==> config.mk <==
export PLATFORM = sky130hd
export DESIGN_NAME = accel_tilt_alarm_unit_flat
export DESIGN_NICKNAME = d
export VERILOG_FILES = /design/src/atilt_pkg.sv /design/src/atilt_if.sv /design/src/accel_tilt_alarm_unit.sv /design/src/atilt_angle.sv /design/src/flat_wrapper.sv
export SDC_FILE = /design/constraint.sdc
export NUM_CORES = 2
export LEC_CHECK = 0
export ABC_AREA = 1
export ABC_CLOCK_PERIOD_IN_PS = 9700
export BUFFER_PORTS_ARGS = -buffer_cell sky130_fd_sc_hd__buf_2
export CAP_MARGIN = 5
export CORE_MARGIN = 3
export CORE_UTILIZATION = 40
export CTS_CLUSTER_SIZE = 25
export DETAILED_ROUTE_END_ITERATION = 10
export PLACE_DENSITY = 0.56
export SLEW_MARGIN = 30
export SYNTH_ARGS = -nofsm -noshare
export SYNTH_HDL_FRONTEND = slang
export SYNTH_SLANG_ARGS = --single-unit
==> constraint.sdc <==
create_clock -name clk_i -period 9.7 [get_ports clk_i]
set_clock_uncertainty 0.15 [all_clocks]
set_input_delay 1.94 -clock clk_i [delete_from_list [all_inputs] [get_ports clk_i]]
set_output_delay 1.94 -clock clk_i [all_outputs]
set_load 0.02 [all_outputs]
==> src/atilt_pkg.sv <==
`timescale 1ns / 1ps
// Shared types, constants and the CORDIC arctangent table for the tilt alarm.
// No dependencies.
package atilt_pkg;

  localparam int CORDIC_STEPS = 16;
  localparam int ANG_W        = 15;   // Q2.13 angle width
  localparam int ROT_W        = 33;   // CORDIC vector width
  localparam int PH_W         = 28;   // CORDIC phase accumulator, 24 fraction bits
  localparam int ACC_W        = 32;   // filter accumulator, Q3.29
  localparam int SQ_W         = 60;   // radicand (sum of squares << 28)

  localparam logic [13:0]        THRESH_RST = 14'd6431;
  localparam logic signed [13:0] OFFSET_RST = 14'sd983;
  localparam logic [15:0]        WEIGHT_RST = 16'd6554;

  typedef logic [1:0] cfg_idx_t;

  typedef enum logic [1:0] {
    REG_THRESHOLD = 2'd0,
    REG_OFFSET    = 2'd1,
    REG_WEIGHT    = 2'd2
  } cfg_reg_e;

  typedef enum logic [2:0] {
    ANG_IDLE,
    ANG_SQP,
    ANG_SQQ,
    ANG_SQRT,
    ANG_LOAD,
    ANG_ROT,
    ANG_DONE
  } ang_state_e;

  typedef enum logic [3:0] {
    TOP_IDLE,
    TOP_RGO,
    TOP_RWAIT,
    TOP_PGO,
    TOP_PWAIT,
    TOP_FRMUL,
    TOP_FRADD,
    TOP_FPMUL,
    TOP_FPADD,
    TOP_OUT
  } top_state_e;

  // Request to the angle unit: atan2(num, sqrt(p^2 + q^2))
  typedef struct packed {
    logic               start;
    logic signed [15:0] num;
    logic signed [15:0] p;
    logic signed [15:0] q;
  } ang_req_t;

  typedef struct packed {
    logic                    idle;
    logic                    done;
    logic signed [ANG_W-1:0] angle;
  } ang_rsp_t;

  // atan(2^-i) with 24 fraction bits
  function automatic logic [23:0] atan_lut(input logic [4:0] idx);
    logic [23:0] v;
    case (idx)
      5'd0:  v = 24'd13176795;
      5'd1:  v = 24'd7778716;
      5'd2:  v = 24'd4110060;
      5'd3:  v = 24'd2086331;
      5'd4:  v = 24'd1047214;
      5'd5:  v = 24'd524117;
      5'd6:  v = 24'd262123;
      5'd7:  v = 24'd131069;
      5'd8:  v = 24'd65536;
      5'd9:  v = 24'd32768;
      5'd10: v = 24'd16384;
      5'd11: v = 24'd8192;
      5'd12: v = 24'd4096;
      5'd13: v = 24'd2048;
      5'd14: v = 24'd1024;
      5'd15: v = 24'd512;
      5'd16: v = 24'd256;
      5'd17: v = 24'd128;
      5'd18: v = 24'd64;
      5'd19: v = 24'd32;
      5'd20: v = 24'd16;
      5'd21: v = 24'd8;
      5'd22: v = 24'd4;
      5'd23: v = 24'd2;
      default: v = 24'd0;
    endcase
    return v;
  endfunction

endpackage

==> src/atilt_if.sv <==
`timescale 1ns / 1ps
// Valid/ready channel interfaces for the sample input and the result output.
// Standalone; widths follow the Q2.13 angle format.
interface atilt_in_if;
  logic               valid;
  logic               ready;
  logic signed [15:0] accel_x;
  logic signed [15:0] accel_y;
  logic signed [15:0] accel_z;

  modport source (output valid, accel_x, accel_y, accel_z, input ready);
  modport sink (input valid, accel_x, accel_y, accel_z, output ready);
endinterface

interface atilt_out_if;
  logic               valid;
  logic               ready;
  logic signed [14:0] roll_now;
  logic signed [14:0] pitch_now;
  logic signed [14:0] roll_smoothed;
  logic signed [14:0] pitch_smoothed;
  logic               tilted;
  logic               alarm_set;

  modport source (output valid, roll_now, pitch_now, roll_smoothed, pitch_smoothed,
                  tilted, alarm_set, input ready);
  modport sink (input valid, roll_now, pitch_now, roll_smoothed, pitch_smoothed,
                tilted, alarm_set, output ready);
endinterface

==> src/accel_tilt_alarm_unit.sv <==
`timescale 1ns / 1ps
// Top level of the accelerometer tilt alarm: sequencer, low-pass filters, alarm latch.
// Depends on atilt_pkg, atilt_if and atilt_angle.
//
// Usage:
//   sample_i carries one raw X/Y/Z word; it is taken when valid and ready are high.
//   result_o returns one word per sample: instantaneous roll and pitch (pitch minus
//   offset, saturated), the filtered angles, the tilt flag and the sticky alarm.
//   cfg_we_i/cfg_addr_i/cfg_wdata_i write threshold (0), pitch offset (1) and
//   filter weight (2); other indexes are dropped. Write only while idle.
// Sequence:
//   Each angle runs through the single angle unit, which squares p and q in turn,
//   computes a 30-bit square root one bit per cycle and runs CordicSteps CORDIC
//   iterations; the iterations are skipped when the numerator is zero. The two
//   filters then share one 17x33 multiplier, each in a multiply and an add state.
//   sample_i.ready is high only while the sequencer is idle.
// Reset: filters and alarm clear, registers return to 0.785 / 0.12 / 0.1.
// Stall: the result sits in an output register; the next sample may be taken
//   and processed, and its result waits until the held word is taken.
module accel_tilt_alarm_unit #(
  parameter int CordicSteps = atilt_pkg::CORDIC_STEPS
) (
  input  logic                clk_i,
  input  logic                rst_ni,
  atilt_in_if.sink            sample_i,
  atilt_out_if.source         result_o,
  input  logic                cfg_we_i,
  input  atilt_pkg::cfg_idx_t cfg_addr_i,
  input  logic [15:0]         cfg_wdata_i
);
  import atilt_pkg::*;

  top_state_e state_q, state_d;

  // configuration
  logic [13:0]        thresh_q;
  logic signed [13:0] offset_q;
  logic [15:0]        weight_q;

  // sample and angles
  logic signed [15:0]       x_q, y_q, z_q;
  logic signed [ANG_W-1:0]  roll_q, pitch_q;

  // filter state
  logic signed [ACC_W-1:0]  roll_acc_q, pitch_acc_q;
  logic                     alarm_q;
  logic signed [49:0]       prod_q;

  // output register
  logic                     out_valid_q;
  logic signed [ANG_W-1:0]  out_roll_q, out_pitch_q, out_rsm_q, out_psm_q;
  logic                     out_tilt_q, out_alarm_q;

  ang_req_t ang_req;
  ang_rsp_t ang_rsp;

  logic                     in_fire, out_fire, out_free;
  logic signed [15:0]       pitch_diff;
  logic signed [ANG_W-1:0]  pitch_sat;
  logic signed [ANG_W-1:0]  filt_angle;
  logic signed [ACC_W-1:0]  filt_acc;
  logic signed [32:0]       filt_diff;
  logic signed [32:0]       filt_sum;
  logic signed [32:0]       lim, roll_ext, pitch_ext;
  logic                     tilt;
  logic signed [ANG_W-1:0]  roll_rnd, pitch_rnd;

  atilt_angle #(.CordicSteps(CordicSteps)) u_angle (
    .clk_i (clk_i),
    .rst_ni(rst_ni),
    .req_i (ang_req),
    .rsp_o (ang_rsp)
  );

  assign in_fire  = sample_i.valid && sample_i.ready;
  assign out_fire = result_o.valid && result_o.ready;
  assign out_free = !out_valid_q || result_o.ready;

  // roll first: atan2(y, |x,z|), then pitch: atan2(x, |y,z|)
  always_comb begin
    ang_req.start = (state_q == TOP_RGO) || (state_q == TOP_PGO);
    ang_req.num   = (state_q == TOP_RGO) ? y_q : x_q;
    ang_req.p     = (state_q == TOP_RGO) ? x_q : y_q;
    ang_req.q     = z_q;
  end

  // pitch minus offset, clamped to 15 bits
  assign pitch_diff = 16'(ang_rsp.angle) - 16'(offset_q);
  always_comb begin
    if (pitch_diff[15] != pitch_diff[14]) begin
      pitch_sat = pitch_diff[15] ? {1'b1, {(ANG_W-1){1'b0}}} : {1'b0, {(ANG_W-1){1'b1}}};
    end else begin
      pitch_sat = pitch_diff[14:0];
    end
  end

  // shared filter datapath: acc += floor(w * (angle<<16 - acc) / 2^16)
  assign filt_angle = (state_q == TOP_FPMUL || state_q == TOP_FPADD) ? pitch_q : roll_q;
  assign filt_acc   = (state_q == TOP_FPMUL || state_q == TOP_FPADD) ? pitch_acc_q : roll_acc_q;
  assign filt_diff  = 33'($signed({filt_angle, 16'd0})) - 33'(filt_acc);
  assign filt_sum   = 33'(filt_acc) + 33'(prod_q >>> 16);

  // tilt compare on the full-precision accumulators
  assign lim       = $signed({3'd0, thresh_q, 16'd0});
  assign roll_ext  = 33'(roll_acc_q);
  assign pitch_ext = 33'(pitch_acc_q);
  assign tilt = (roll_ext > lim) || (roll_ext < -lim) ||
                (pitch_ext > lim) || (pitch_ext < -lim);

  function automatic logic signed [ANG_W-1:0] acc_round(input logic signed [ACC_W-1:0] v);
    logic [ACC_W:0] m;
    logic [ACC_W:0] r;
    m = v[ACC_W-1] ? (ACC_W+1)'(-33'(v)) : (ACC_W+1)'(v);
    r = (m + (ACC_W+1)'(32768)) >> 16;
    return v[ACC_W-1] ? ANG_W'(-r) : ANG_W'(r);
  endfunction

  assign roll_rnd  = acc_round(roll_acc_q);
  assign pitch_rnd = acc_round(pitch_acc_q);

  always_comb begin
    state_d = state_q;
    case (state_q)
      TOP_IDLE:  if (in_fire) state_d = TOP_RGO;
      TOP_RGO:   state_d = TOP_RWAIT;
      TOP_RWAIT: if (ang_rsp.done) state_d = TOP_PGO;
      TOP_PGO:   state_d = TOP_PWAIT;
      TOP_PWAIT: if (ang_rsp.done) state_d = TOP_FRMUL;
      TOP_FRMUL: state_d = TOP_FRADD;
      TOP_FRADD: state_d = TOP_FPMUL;
      TOP_FPMUL: state_d = TOP_FPADD;
      TOP_FPADD: state_d = TOP_OUT;
      TOP_OUT:   if (out_free) state_d = TOP_IDLE;
      default:   state_d = TOP_IDLE;
    endcase
  end

  always_comb begin
    sample_i.ready = (state_q == TOP_IDLE);
  end

  assign result_o.valid          = out_valid_q;
  assign result_o.roll_now       = out_roll_q;
  assign result_o.pitch_now      = out_pitch_q;
  assign result_o.roll_smoothed  = out_rsm_q;
  assign result_o.pitch_smoothed = out_psm_q;
  assign result_o.tilted         = out_tilt_q;
  assign result_o.alarm_set      = out_alarm_q;

  always_ff @(posedge clk_i or negedge rst_ni) begin
    if (!rst_ni) begin
      state_q     <= TOP_IDLE;
      thresh_q    <= THRESH_RST;
      offset_q    <= OFFSET_RST;
      weight_q    <= WEIGHT_RST;
      roll_acc_q  <= '0;
      pitch_acc_q <= '0;
      alarm_q     <= 1'b0;
      out_valid_q <= 1'b0;
    end else begin
      state_q <= state_d;
      if (cfg_we_i) begin
        case (cfg_addr_i)
          REG_THRESHOLD: thresh_q <= cfg_wdata_i[13:0];
          REG_OFFSET:    offset_q <= cfg_wdata_i[13:0];
          REG_WEIGHT:    weight_q <= cfg_wdata_i;
          default: ;
        endcase
      end
      if (state_q == TOP_FRADD) roll_acc_q  <= filt_sum[ACC_W-1:0];
      if (state_q == TOP_FPADD) pitch_acc_q <= filt_sum[ACC_W-1:0];
      if (state_q == TOP_OUT && out_free) begin
        out_valid_q <= 1'b1;
        if (tilt) alarm_q <= 1'b1;
      end else if (out_fire) begin
        out_valid_q <= 1'b0;
      end
    end
  end

  always_ff @(posedge clk_i) begin
    if (in_fire) begin
      x_q <= sample_i.accel_x;
      y_q <= sample_i.accel_y;
      z_q <= sample_i.accel_z;
    end
    if (state_q == TOP_RWAIT && ang_rsp.done) roll_q  <= ang_rsp.angle;
    if (state_q == TOP_PWAIT && ang_rsp.done) pitch_q <= pitch_sat;
    if (state_q == TOP_FRMUL || state_q == TOP_FPMUL) begin
      prod_q <= $signed({1'b0, weight_q}) * filt_diff;
    end
    if (state_q == TOP_OUT && out_free) begin
      out_roll_q  <= roll_q;
      out_pitch_q <= pitch_q;
      out_rsm_q   <= roll_rnd;
      out_psm_q   <= pitch_rnd;
      out_tilt_q  <= tilt;
      out_alarm_q <= alarm_q || tilt;
    end
  end

  // the alarm latch only ever sets
  a_alarm_sticky: assert property (@(posedge clk_i) disable iff (!rst_ni)
    !$fell(alarm_q))
    else $error("alarm latch cleared without reset");

  // a flagged tilt always reports the alarm
  a_tilt_alarm: assert property (@(posedge clk_i) disable iff (!rst_ni)
    (out_valid_q && out_tilt_q) |-> out_alarm_q)
    else $error("tilt reported without alarm");

  // angle unit is only started when free
  a_start_idle: assert property (@(posedge clk_i) disable iff (!rst_ni)
    ang_req.start |-> ang_rsp.idle)
    else $error("angle unit started while busy");

  // a held result is never overwritten
  a_out_hold: assert property (@(posedge clk_i) disable iff (!rst_ni)
    (state_q == TOP_OUT && out_valid_q && !result_o.ready) |=> (state_q == TOP_OUT))
    else $error("result overwritten while stalled");

endmodule

==> src/atilt_angle.sv <==
`timescale 1ns / 1ps
// Iterative angle unit: squares, bit-serial square root, vectoring CORDIC.
// Depends on atilt_pkg.
module atilt_angle #(
  parameter int CordicSteps = atilt_pkg::CORDIC_STEPS
) (
  input  logic                clk_i,
  input  logic                rst_ni,
  input  atilt_pkg::ang_req_t req_i,
  output atilt_pkg::ang_rsp_t rsp_o
);
  import atilt_pkg::*;

  localparam int IterW = $clog2(CordicSteps);

  ang_state_e state_q, state_d;

  logic signed [15:0]       p_q, q_q, num_q;
  logic [31:0]              ss_q;
  logic [SQ_W-1:0]          n_q, res_q, bit_q;
  logic signed [ROT_W-1:0]  a_q, b_q;
  logic signed [PH_W-1:0]   ph_q;
  logic [IterW-1:0]         iter_q;

  logic signed [15:0]       mul_op;
  logic signed [31:0]       sq;
  logic [31:0]              ss_sum;
  logic [SQ_W-1:0]          trial;
  logic signed [ROT_W-1:0]  da, db;
  logic signed [PH_W-1:0]   step;
  logic                     last_iter;
  logic                     neg;
  logic [PH_W-1:0]          mag;
  logic [PH_W-1:0]          rmag;
  logic signed [PH_W-1:0]   rounded;

  // shared squarer
  assign mul_op    = (state_q == ANG_SQP) ? p_q : q_q;
  assign sq        = mul_op * mul_op;
  assign ss_sum    = ss_q + sq;
  assign trial     = res_q + bit_q;
  assign da        = b_q >>> iter_q;
  assign db        = a_q >>> iter_q;
  assign step      = PH_W'(atan_lut(5'(iter_q)));
  assign last_iter = (iter_q == IterW'(CordicSteps - 1));

  // round half away from zero, 24 -> 13 fraction bits
  assign neg     = ph_q[PH_W-1];
  assign mag     = neg ? PH_W'(-ph_q) : PH_W'(ph_q);
  assign rmag    = (mag + PH_W'(1024)) >> 11;
  assign rounded = neg ? -$signed(rmag) : $signed(rmag);

  always_comb begin
    state_d = state_q;
    case (state_q)
      ANG_IDLE: if (req_i.start) state_d = ANG_SQP;
      ANG_SQP:  state_d = ANG_SQQ;
      ANG_SQQ:  state_d = ANG_SQRT;
      ANG_SQRT: if (bit_q[0]) state_d = ANG_LOAD;
      ANG_LOAD: state_d = (num_q == 16'sd0) ? ANG_DONE : ANG_ROT;
      ANG_ROT:  if (last_iter) state_d = ANG_DONE;
      ANG_DONE: state_d = ANG_IDLE;
      default:  state_d = ANG_IDLE;
    endcase
  end

  always_comb begin
    rsp_o.idle  = (state_q == ANG_IDLE);
    rsp_o.done  = (state_q == ANG_DONE);
    rsp_o.angle = ANG_W'(rounded);
  end

  always_ff @(posedge clk_i or negedge rst_ni) begin
    if (!rst_ni) begin
      state_q <= ANG_IDLE;
    end else begin
      state_q <= state_d;
    end
  end

  always_ff @(posedge clk_i) begin
    case (state_q)
      ANG_IDLE: begin
        p_q   <= req_i.p;
        q_q   <= req_i.q;
        num_q <= req_i.num;
      end
      ANG_SQP: ss_q <= 32'(sq);
      ANG_SQQ: begin
        n_q   <= {ss_sum, 28'd0};
        res_q <= '0;
        bit_q <= SQ_W'(1) << (SQ_W - 2);
      end
      ANG_SQRT: begin
        if (n_q >= trial) begin
          n_q   <= n_q - trial;
          res_q <= (res_q >> 1) + bit_q;
        end else begin
          res_q <= res_q >> 1;
        end
        bit_q <= bit_q >> 2;
      end
      ANG_LOAD: begin
        a_q    <= ROT_W'({1'b0, res_q[29:0]});
        b_q    <= ROT_W'($signed({num_q, 14'd0}));
        ph_q   <= '0;
        iter_q <= '0;
      end
      ANG_ROT: begin
        if (!b_q[ROT_W-1]) begin
          a_q  <= a_q + da;
          b_q  <= b_q - db;
          ph_q <= ph_q + step;
        end else begin
          a_q  <= a_q - da;
          b_q  <= b_q + db;
          ph_q <= ph_q - step;
        end
        iter_q <= iter_q + 1'b1;
      end
      default: ;
    endcase
  end

endmodule
==> src/flat_wrapper.sv <==
// flat-port wrapper written by rule: the top's interface ports become plain ports
module accel_tilt_alarm_unit_flat import atilt_pkg::*;
#(
  parameter int CordicSteps = atilt_pkg::CORDIC_STEPS
)
  (clk_i, rst_ni, cfg_we_i, cfg_addr_i, cfg_wdata_i, sample_i_valid, sample_i_accel_x, sample_i_accel_y, sample_i_accel_z, sample_i_ready, result_o_valid, result_o_roll_now, result_o_pitch_now, result_o_roll_smoothed, result_o_pitch_smoothed, result_o_tilted, result_o_alarm_set, result_o_ready);
  atilt_in_if sample_i_i ();
  atilt_out_if result_o_i ();
  input  logic clk_i;
  input  logic rst_ni;
  input  logic cfg_we_i;
  input  atilt_pkg::cfg_idx_t cfg_addr_i;
  input  logic [15:0] cfg_wdata_i;
  input wire logic [$bits(sample_i_i.valid)-1:0] sample_i_valid;
  input wire logic [$bits(sample_i_i.accel_x)-1:0] sample_i_accel_x;
  input wire logic [$bits(sample_i_i.accel_y)-1:0] sample_i_accel_y;
  input wire logic [$bits(sample_i_i.accel_z)-1:0] sample_i_accel_z;
  output wire logic [$bits(sample_i_i.ready)-1:0] sample_i_ready;
  output wire logic [$bits(result_o_i.valid)-1:0] result_o_valid;
  output wire logic [$bits(result_o_i.roll_now)-1:0] result_o_roll_now;
  output wire logic [$bits(result_o_i.pitch_now)-1:0] result_o_pitch_now;
  output wire logic [$bits(result_o_i.roll_smoothed)-1:0] result_o_roll_smoothed;
  output wire logic [$bits(result_o_i.pitch_smoothed)-1:0] result_o_pitch_smoothed;
  output wire logic [$bits(result_o_i.tilted)-1:0] result_o_tilted;
  output wire logic [$bits(result_o_i.alarm_set)-1:0] result_o_alarm_set;
  input wire logic [$bits(result_o_i.ready)-1:0] result_o_ready;
  assign sample_i_i.valid = sample_i_valid;
  assign sample_i_i.accel_x = sample_i_accel_x;
  assign sample_i_i.accel_y = sample_i_accel_y;
  assign sample_i_i.accel_z = sample_i_accel_z;
  assign sample_i_ready = sample_i_i.ready;
  assign result_o_valid = result_o_i.valid;
  assign result_o_roll_now = result_o_i.roll_now;
  assign result_o_pitch_now = result_o_i.pitch_now;
  assign result_o_roll_smoothed = result_o_i.roll_smoothed;
  assign result_o_pitch_smoothed = result_o_i.pitch_smoothed;
  assign result_o_tilted = result_o_i.tilted;
  assign result_o_alarm_set = result_o_i.alarm_set;
  assign result_o_i.ready = result_o_ready;
  accel_tilt_alarm_unit #(.CordicSteps(CordicSteps)) u_core (.clk_i(clk_i), .rst_ni(rst_ni), .sample_i(sample_i_i), .result_o(result_o_i), .cfg_we_i(cfg_we_i), .cfg_addr_i(cfg_addr_i), .cfg_wdata_i(cfg_wdata_i));
endmodule
==> results by group <==
Synth
  • Synth Cell Area: slightly above 0.08 mm²
  • Async SR Flop Fraction: a little under a fifth
  • Yosys cell types: 74
  • Mapped Cells: 10801
  • Main synth FF type: edfxtp_1
  • Number of synthesized flops with an enable pin: 499
  • Yosys top cell by area: edfxtp_1
  • Synth area leaders: edfxtp_1 (19%), fa_1 (18%), nand2_1 (11%), inv_1 (9.3%), ha_1 (9.0%)
  • Yosys warns: 0
  • Yosys top cell area share: 18.6%
  • Seq/Total Area, Yosys: 22.8%
  • Flops & latches, synth: roughly 640
  • Syn_nets: approximately 12000
  • Synth Area per Inst: 7.46 µm²

Finish
  • Layout cell share with drive strength beyond 1: between 5 and 6%
  • Most frequent cells in the layout: nand2_1 (2304), inv_1 (1982), nor2_1 (1073), o21ai_0 (765), fa_1 (726)
  • Non-Filler Instances: approximately 14000
  • Area Growth Syn to Fin: 9.10%
  • Filler cells: ~21000
  • Leading cell type in the layout, fill and taps excluded: nand2_1
  • Nets: 12307

CTS
  • Clock transition at path regs: 0.06 ns
  • Clock tree buffer depth: 3
  • TritonCTS clock tree: built
  • Root Buffer: clkbuf_16
  • CTS H-tree lvls: 3
  • CTS Buf Count: 85
  • CTS sink count: 639
  • Clock Latency Late Sink: between 0.7 and 0.8 ns

Floorplan
  • # IOs: 135
  • DIE HEIGHT: 455 µm
  • Starting Density: roughly 40%
  • Placement Rows: 164
  • Die ar.: 0.207 mm²
  • DIE WIDTH: 455 µm
  • Total core area: 0.200 mm²

Timing
  • Unrepaired setup endpoints after global routing: true
  • Worst Tran Pin Value: 0.990 ns
  • Minimum clock period after layout: 9.25 ns
  • Final setup vio count: 0
  • Fin crit share: 95.4%
  • Slew Limit Fails: 0
  • Final Hold Vio Count: 0
  • Fmax: 0.108 GHz
  • Rel. slew slack: approximately 34%

Routing
  • Antenna-violating nets left: 0
  • Drt first pass iters: 9
  • Drt via density: 5.28
  • Iter 0 DRT Violations: about 5300
  • Residual DRC count: 0
  • WL met3: 13.8 mm
  • Top routing layer in use: met4
  • Final wirelength: 279 mm
  • WL/cell: 20.4 µm
  • Routed vias: 72132
  • Met2 WL: roughly 140 mm
  • Post-Route M1 WL: 116 mm

Global routing
  • Antenna violations before repair: 5
  • First-pass GRT wire length: 428 mm
  • Largest net degree at the start of global routing: 91
  • GRT Total Usage: around 27%
  • GRT Residual Overflow: 0
  • Vias in the first global route: 72374

Hold path
  • Hold Path Class: register to register

Placed design
  • Placed cell count: 13491
  • DPL Wire Length: 231 mm
  • GPL Wtd Cong: 0.971
  • Count of input and output buffers: between 100 and 150

Worst setup path
  • Nature of the critical path startpoint: register
  • Crit path top cell by count: nand2_1
  • CP max FO: 40
  • Worst Path Required: 10.07 ns
  • Slowest-stage cell, CP: fa_1
  • WS Path Type: register to register
  • Critical path data arrival time: 9.62 ns
  • Delay-heaviest family, CP: adder cells
  • WP buf/inv: 12
  • Worst Setup End Kind: register
  • Crit path largest cell delay: 0.55 ns

Run
  • Number of max-cap violations: 0

Status
  • Status: completed
-- registers in the layout, indices dropped and copies added (netlist names), 16 cells and up --
name,cells
u_core.u_angle.a_q,33
u_core.u_angle.p_q,16
u_core.u_angle.ph_q,28
u_core.y_q,16
u_core.pitch_acc_q,32
u_core.u_angle.q_q,16
u_core.prod_q,32
u_core.z_q,16
u_core.u_angle.bit_q,30
u_core.u_angle.res_q,60
u_core.u_angle.b_q,33
u_core.weight_q,16
u_core.u_angle.n_q,60
u_core.x_q,16
u_core.u_angle.step,23
u_core.roll_acc_q,32
u_core.u_angle.ss_q,31
u_core.u_angle.num_q,16
-- layout make-up --
type / count / area (µm²) / area share, %
Tap cell: 2656 / 3320 / 3.78
Multi-Input combinational cell: 7882 / 53700 / 61.1
Sequential cell: 639 / 18400 / 20.9
Antenna cell: 8 / 20.0 / 0.0228
Timing Repair Buffer: 295 / 1970 / 2.24
Inverter: 2026 / 7620 / 8.67
Clock inverter: 49 / 485 / 0.552
Clock buffer: 109 / 2380 / 2.71
-- through the flow --
| step | hold slack (ns) | utilization, % | setup TNS [ns] | instance area (µm²) | setup slack, ns |
|---|---|---|---|---|---|
| 4_1_cts | 0.270 | 43.8 | 0 | 87700 | 0.194 |
| 5_1_grt | 0.283 | 43.9 | -0.0717 | 87900 | -0.0490 |
| 3_3_place_gp | 0.261 | 42.4 | -0.610 | 84800 | -0.146 |
| 2_1_floorplan | 0.250 | - | 0 | 80600 | 0.326 |
| 6_report | 0.268 | 43.9 | 0 | 87900 | 0.447 |
| 3_5_place_dp | 0.255 | 42.4 | -1.28 | 84800 | -0.281 |
-- cells in the mapped netlist, types with 24 or more instances --
cell      instances
nand2_1        2311
inv_1          1988
nor2_1         1089
o21ai_0         770
fa_1            727
a21oi_1         664
ha_1            580
nand3_1         554
edfxtp_1        499
xor2_1          237
clkbuf_1        178
xnor2_1         160
nor3_1          105
dfrtp_1          94
nand4_1          90
a31oi_1          58
or2_2            52
o21a_1           51
o21ai_1          51
o211ai_1         45
a21o_1           32
buf_2            32
o21bai_1         32
buf_1            27
mux2i_1          24
nor4_1           24
-- final timing paths --
| kind | from | endpoint | slack, ns | depth (start not counted) |
|---|---|---|---|---|
| max in group asynchronous | rst_ni | u_core.thresh_q[10] | 7.15 | 2 |
| min | u_core.z_q[6] | u_core.u_angle.q_q[6] | 0.27 | 0 |
| max | u_core.state_q[3] | u_core.prod_q[44] | 0.45 | 42 |
| min in group asynchronous | rst_ni | u_core.weight_q[0] | 1.05 | 1 |
| min reg2reg | u_core.z_q[6] | u_core.u_angle.q_q[6] | 0.27 | 0 |
| max reg2reg | u_core.state_q[3] | u_core.prod_q[44] | 0.45 | 42 |
-- kinds of logic (layout without fill, tap and decap cells) --
| logic type | after synthesis | after routing | share of synthesized area, % |
|---|---|---|---|
| simple gates | 4314 | 4314 | 22.1 |
| buf+inv | 2280 | 2479 | 10.8 |
| compound gates | 1839 | 1839 | 12.6 |
| fa+ha+maj | 1307 | 1307 | 27.1 |
| flops | 639 | 639 | 22.8 |
| xor+xnor | 398 | 398 | 4.34 |
| mux | 24 | 24 | 0.298 |
| other cells | 0 | 8 | 0 |
-- per-layer routing --
metal | vias up | global-route usage, %
li1 | 34879 | -
met4 | 0 | 10.4
met1 | 34617 | 33.8
met5 | - | 0
met3 | 455 | 2.87
met2 | 2181 | 47.2
-- repair_timing --
item	in CTS	in global routing
endpoints found under the setup margin	8	30
resized for setup	2	44
hold buffers	0	0
buffers inserted	0	7
hold endpoints to repair	0	0
pin swaps	0	2
gates cloned	0	1
Power is left out: the tool's default activity adds up to more than one toggle a clock period on the data nets, which glitch-free logic cannot reach.
